## src/sv/ufmc_pkg.sv

```systemverilog
// Shared constants and codes for the union-find maze carver.
`default_nettype none
package ufmc_pkg;
  localparam int DEFAULT_MAX_SIDE = 32;
  localparam int RESET_SIDE = 4;
  localparam int CFG_W = 6;
  localparam int OPC_W = 2;
  localparam int WALL_IDX_W = 12;
  localparam int STATUS_W = 3;

  localparam logic [OPC_W-1:0] OP_CARVE   = 2'd0;
  localparam logic [OPC_W-1:0] OP_READ    = 2'd1;
  localparam logic [OPC_W-1:0] OP_RESTART = 2'd2;

  localparam logic [STATUS_W-1:0] ST_CARVED    = 3'd0;
  localparam logic [STATUS_W-1:0] ST_BOUNDARY  = 3'd1;
  localparam logic [STATUS_W-1:0] ST_OPEN      = 3'd2;
  localparam logic [STATUS_W-1:0] ST_SAME_SET  = 3'd3;
  localparam logic [STATUS_W-1:0] ST_COMPLETE  = 3'd4;
  localparam logic [STATUS_W-1:0] ST_READ      = 3'd5;
  localparam logic [STATUS_W-1:0] ST_RESTARTED = 3'd6;
endpackage
`default_nettype wire

```

## src/sv/ufmc_rem.sv

```systemverilog
// Bit-serial restoring remainder unit: wall index modulo the grid side.
`default_nettype none
module ufmc_rem #(
  parameter int MAX_SIDE = ufmc_pkg::DEFAULT_MAX_SIDE
) (
  input  wire logic                                  clk,
  input  wire logic                                  rst,
  input  wire logic                                  start,
  input  wire logic [ufmc_pkg::WALL_IDX_W-1:0]       dividend,
  input  wire logic [$clog2(MAX_SIDE+1)-1:0]         divisor,
  output logic                                       done,
  output logic                                       rem_zero
);
  import ufmc_pkg::*;

  localparam int SIDE_W = $clog2(MAX_SIDE + 1);
  localparam int CNT_W = $clog2(WALL_IDX_W + 1);

  logic [WALL_IDX_W-1:0] shreg;
  logic [SIDE_W-1:0]     rem;
  logic [SIDE_W:0]       trial;
  logic [CNT_W-1:0]      cnt;
  logic                  busy;

  // One quotient bit per cycle; the partial remainder always stays below the divisor.
  assign trial = {rem, shreg[WALL_IDX_W-1]};

  always_ff @(posedge clk) begin
    if (rst) begin
      busy <= 1'b0;
      done <= 1'b0;
      cnt  <= '0;
    end else begin
      done <= 1'b0;
      if (start) begin
        busy <= 1'b1;
        cnt  <= CNT_W'(WALL_IDX_W);
      end else if (busy) begin
        cnt <= cnt - 1'b1;
        if (cnt == CNT_W'(1)) begin
          busy <= 1'b0;
          done <= 1'b1;
        end
      end
    end
  end

  always_ff @(posedge clk) begin
    if (start) begin
      shreg <= dividend;
      rem   <= '0;
    end else if (busy) begin
      shreg <= {shreg[WALL_IDX_W-2:0], 1'b0};
      if (trial >= {1'b0, divisor}) begin
        rem <= SIDE_W'(trial - {1'b0, divisor});
      end else begin
        rem <= SIDE_W'(trial);
      end
    end
  end

  assign rem_zero = (rem == '0);
endmodule
`default_nettype wire

```

## config.mk

```make
export PLATFORM = sky130hd
export DESIGN_NAME = ufmc_rem
export DESIGN_NICKNAME = d
export VERILOG_FILES = /design/src/sv/ufmc_pkg.sv /design/src/sv/ufmc_rem.sv
export SDC_FILE = /design/constraint.sdc
export NUM_CORES = 1
export LEC_CHECK = 0
export BUFFER_PORTS_ARGS = -buffer_cell sky130_fd_sc_hd__buf_2
export CAP_MARGIN = 20
export CORE_MARGIN = 3
export CORE_UTILIZATION = 50
export CTS_BUF_LIST = sky130_fd_sc_hd__clkbuf_16
export CTS_CLUSTER_DIAMETER = 30
export DETAILED_ROUTE_END_ITERATION = 8
export PLACE_DENSITY = 0.72
export SYNTH_ARGS = -nofsm -noshare
export SYNTH_HDL_FRONTEND = slang
export SYNTH_SLANG_ARGS = --single-unit
```

## constraint.sdc

```tcl
create_clock -name clk -period 3.3 [get_ports clk]
set_input_delay 0.99 -clock clk [delete_from_list [all_inputs] [get_ports clk]]
set_output_delay 0.99 -clock clk [all_outputs]
set_load 0.01 [all_outputs]
```

==> impl_metrics.toml <==
[sta]
tightestPinTransition_ns = 0.572
slew_headroom = 0.618
finalSetupViolCount = 0
rsz0062_at_grt = "no"
min_period_ns = 2.55
final_max_slew_viol_count = 0
finalSetupTns_ns = 0
max_freq_mhz = 392
final_hold_viol_count = 0
fin_worst_skew_ns = 0.00633
fin_crit_sh = 0.773

[die]
rows = 17
die_y_um = 57.3
ioPinCount = 23
die_x_um = 57.3
initial_core_util = 0.561
dieArea_um2 = 3280
coreArea_um2 = 2340

[critical_path]
worst_ep_required_time_ns = 3.41
crit_family = "compound AO/OA/AOI/OAI gates"
worstSetupPathType = "primary input to flip-flop"
rr_endpoint = "rem[3]"
cp_num_buf_inv = 2
cpMaxStageDelayCell = "ha_1"
cp_max_fo = 7
timing.rr.start = "rem[3]"
path_cells = "buf_2 > inv_1 > ha_1 > a21o_1 > a211o_1 > a41oi_4 > mux2i_1 > a211oi_1"
cp-start-kind = "primary input"
arrival_ns = 2.66
reg2reg_depth = 6
rrSetupSlack_ns = 1.25
critPathMaxStageDelay_ns = 0.36
cp-end-kind = "flip-flop"

[power_and_ir_drop]
leakage_nw = 0.673
power.density_nw_per_um2 = 517
irDropWorstVdd_mv = 0.424
power.total_mw = 0.787

[route]
finalWirelength_um = 2530
wl_met1_um = 1080
drt_iter0_markers = 9
vias_per_cell = 5.54
route.met3.wl_um = 119
vias = 947
wl_per_cell_um = 14.8
wl_met2_um = 1280
drt_first_pass_iters = 6
ant_nets = 0
drcViolationCount = 0
highest_layer = "met4"

[clock_network]
clk_path_buf_depth = 2
cts_resized = 0
cts_made_buffers = 3
clk_transition_reported_paths_ns = 0.05
cts_root_buf = "clkbuf_16"
cts_tree = "built"
hold_buffers = 0
htree_levels = 1
cts.sinks = 24
clkLatencyLatePin_ns = 0.26
post-cts-setup-buffers = 0

[global_routing]
grt_antenna_before_repair = 0
grt_first_pass_wirelength_um = 4130
grtUsageTotal = 0.168
grt.overflow.total = 0
grt_max_degree = 32
first_global_vias = 933

[yosys]
synth_area_leaders = "edfxtp_1 (27%), dfxtp_1 (18%), mux2_2 (9.4%), ha_1 (8.6%), mux2i_1 (3.8%)"
synth-edff-count = 12
yosysWarnings = 0
ys_async_sr_fraction = 0
yosys.area.top_type_share = 0.274
synth_common_cells = "nor2_1 (13), dfxtp_1 (12), edfxtp_1 (12)"
syn_inst = 121
synth_most_common_cell = "nor2_1"
synth_seq_cells = 24
yosysTopAreaCell = "edfxtp_1"
ys.flop_type = "edfxtp_1"
syn-mean-instance-area_um2 = 10.9
ys_seq_area_frac = 0.457
synth.cell_area_um2 = 1310
synth_cell_type_count = 33
synth.net_count = 152

[layout]
area_growth_pct = 15.9
ff_latch_area_um2 = 601
fillers = 206
insertedDiodeCount = 0
design_area_um2 = 1520
multi_input_area_um2 = 661
final_core_util = 0.651
nets = 175
drive_gt1_frac = 0.273

[placement]
gp_congestion = 0.713
port_buffers = 22
detailed_place_hpwl_um = 1880
placement.cell_area_um2 = 1440

[run_status]
status = "finished, final reports clean"

[min_path]
hold_class = "flip-flop to flip-flop"
hold_depth = 2
hold_start = "cnt[1]"
hold-path-endpoint = "cnt[1]"

[run]
max_cap_viol_count = 0
-- cells by family after synthesis --
kind of cell | Yosys count | synth area share
XOR/XNOR | 7 | 0.0467
multiplexers | 16 | 0.132
AND/OR/NAND/NOR | 34 | 0.123
AO/OA/AOI/OAI | 16 | 0.100
adder cells (fa/ha/maj) | 10 | 0.101
buffers and inverters | 14 | 0.0400
flip-flops | 24 | 0.457
-- power by group --
part	internal (mW)	switching, mW	leakage, nW	total (mW)
Clock	0.162	0.0972	0.0385	0.259
Sequential	0.345	0.0186	0.220	0.363
Combinational	0.0787	0.0863	0.414	0.165
Total	0.585	0.202	0.673	0.787
-- registers in the layout (all words and copies together) (netlist names) --
name   cells
busy       1
cnt        4
done       1
rem        6
shreg     12
-- worst max path at each step --
stage / start / end / slack [ns] / depth (start not counted)
global route: divisor[4] / rem[3] / 0.64 / 8
floorplan: divisor[4] / rem[2] / 0.71 / 7
global placement: divisor[4] / rem[2] / 0.57 / 8
CTS: divisor[4] / rem[3] / 0.75 / 8
detailed placement: divisor[4] / rem[3] / 0.49 / 8
finish: divisor[4] / rem[3] / 0.75 / 8
-- cell usage in the layout, fill, tap and decap left out, types with 2 or more instances in the layout --
cell	instances
buf_2	22
nor2_1	13
dfxtp_1	12
edfxtp_1	12
mux2_2	11
inv_1	10
ha_1	9
nor3_1	6
nand2_1	6
mux2i_1	5
a21oi_1	4
xor2_1	4
xnor2_1	3
a211oi_1	3
clkbuf_16	3
nor4_1	2
-- layer usage --
layer	global-route usage	vias to the layer above
li1	-	473
met1	0.198	450
met2	0.287	19
met3	0.0452	5
met4	0.0695	0
met5	0	-
-- through the flow --
stage          std cells  hold WS, ns  setup slack, ns
3_3_place_gp         167        0.488            0.566
6_report             171        0.511            0.749
3_5_place_dp         167        0.509            0.492
5_1_grt              171        0.549            0.641
2_1_floorplan        121        0.468            0.712
4_1_cts              171        0.516            0.751
-- worst reg2reg max path, cell delays in order (launching register included) --
cell and delay [ns]:
dfxtp_1 0.34, ha_1 0.36, a21o_1 0.20, a211o_1 0.32, a41oi_4 0.34, mux2i_1 0.25
a211oi_1 0.09
-- final cells by class --
type	count	share of cell area
Clock buffer	3	0.0493
Clock inverter	1	0.00247
Inverter	10	0.0247
Multi-Input combinational cell	83	0.434
Sequential cell	24	0.394
Tap cell	28	0.0230
Timing Repair Buffer	22	0.0723
(Power assumes the default switching activity.)
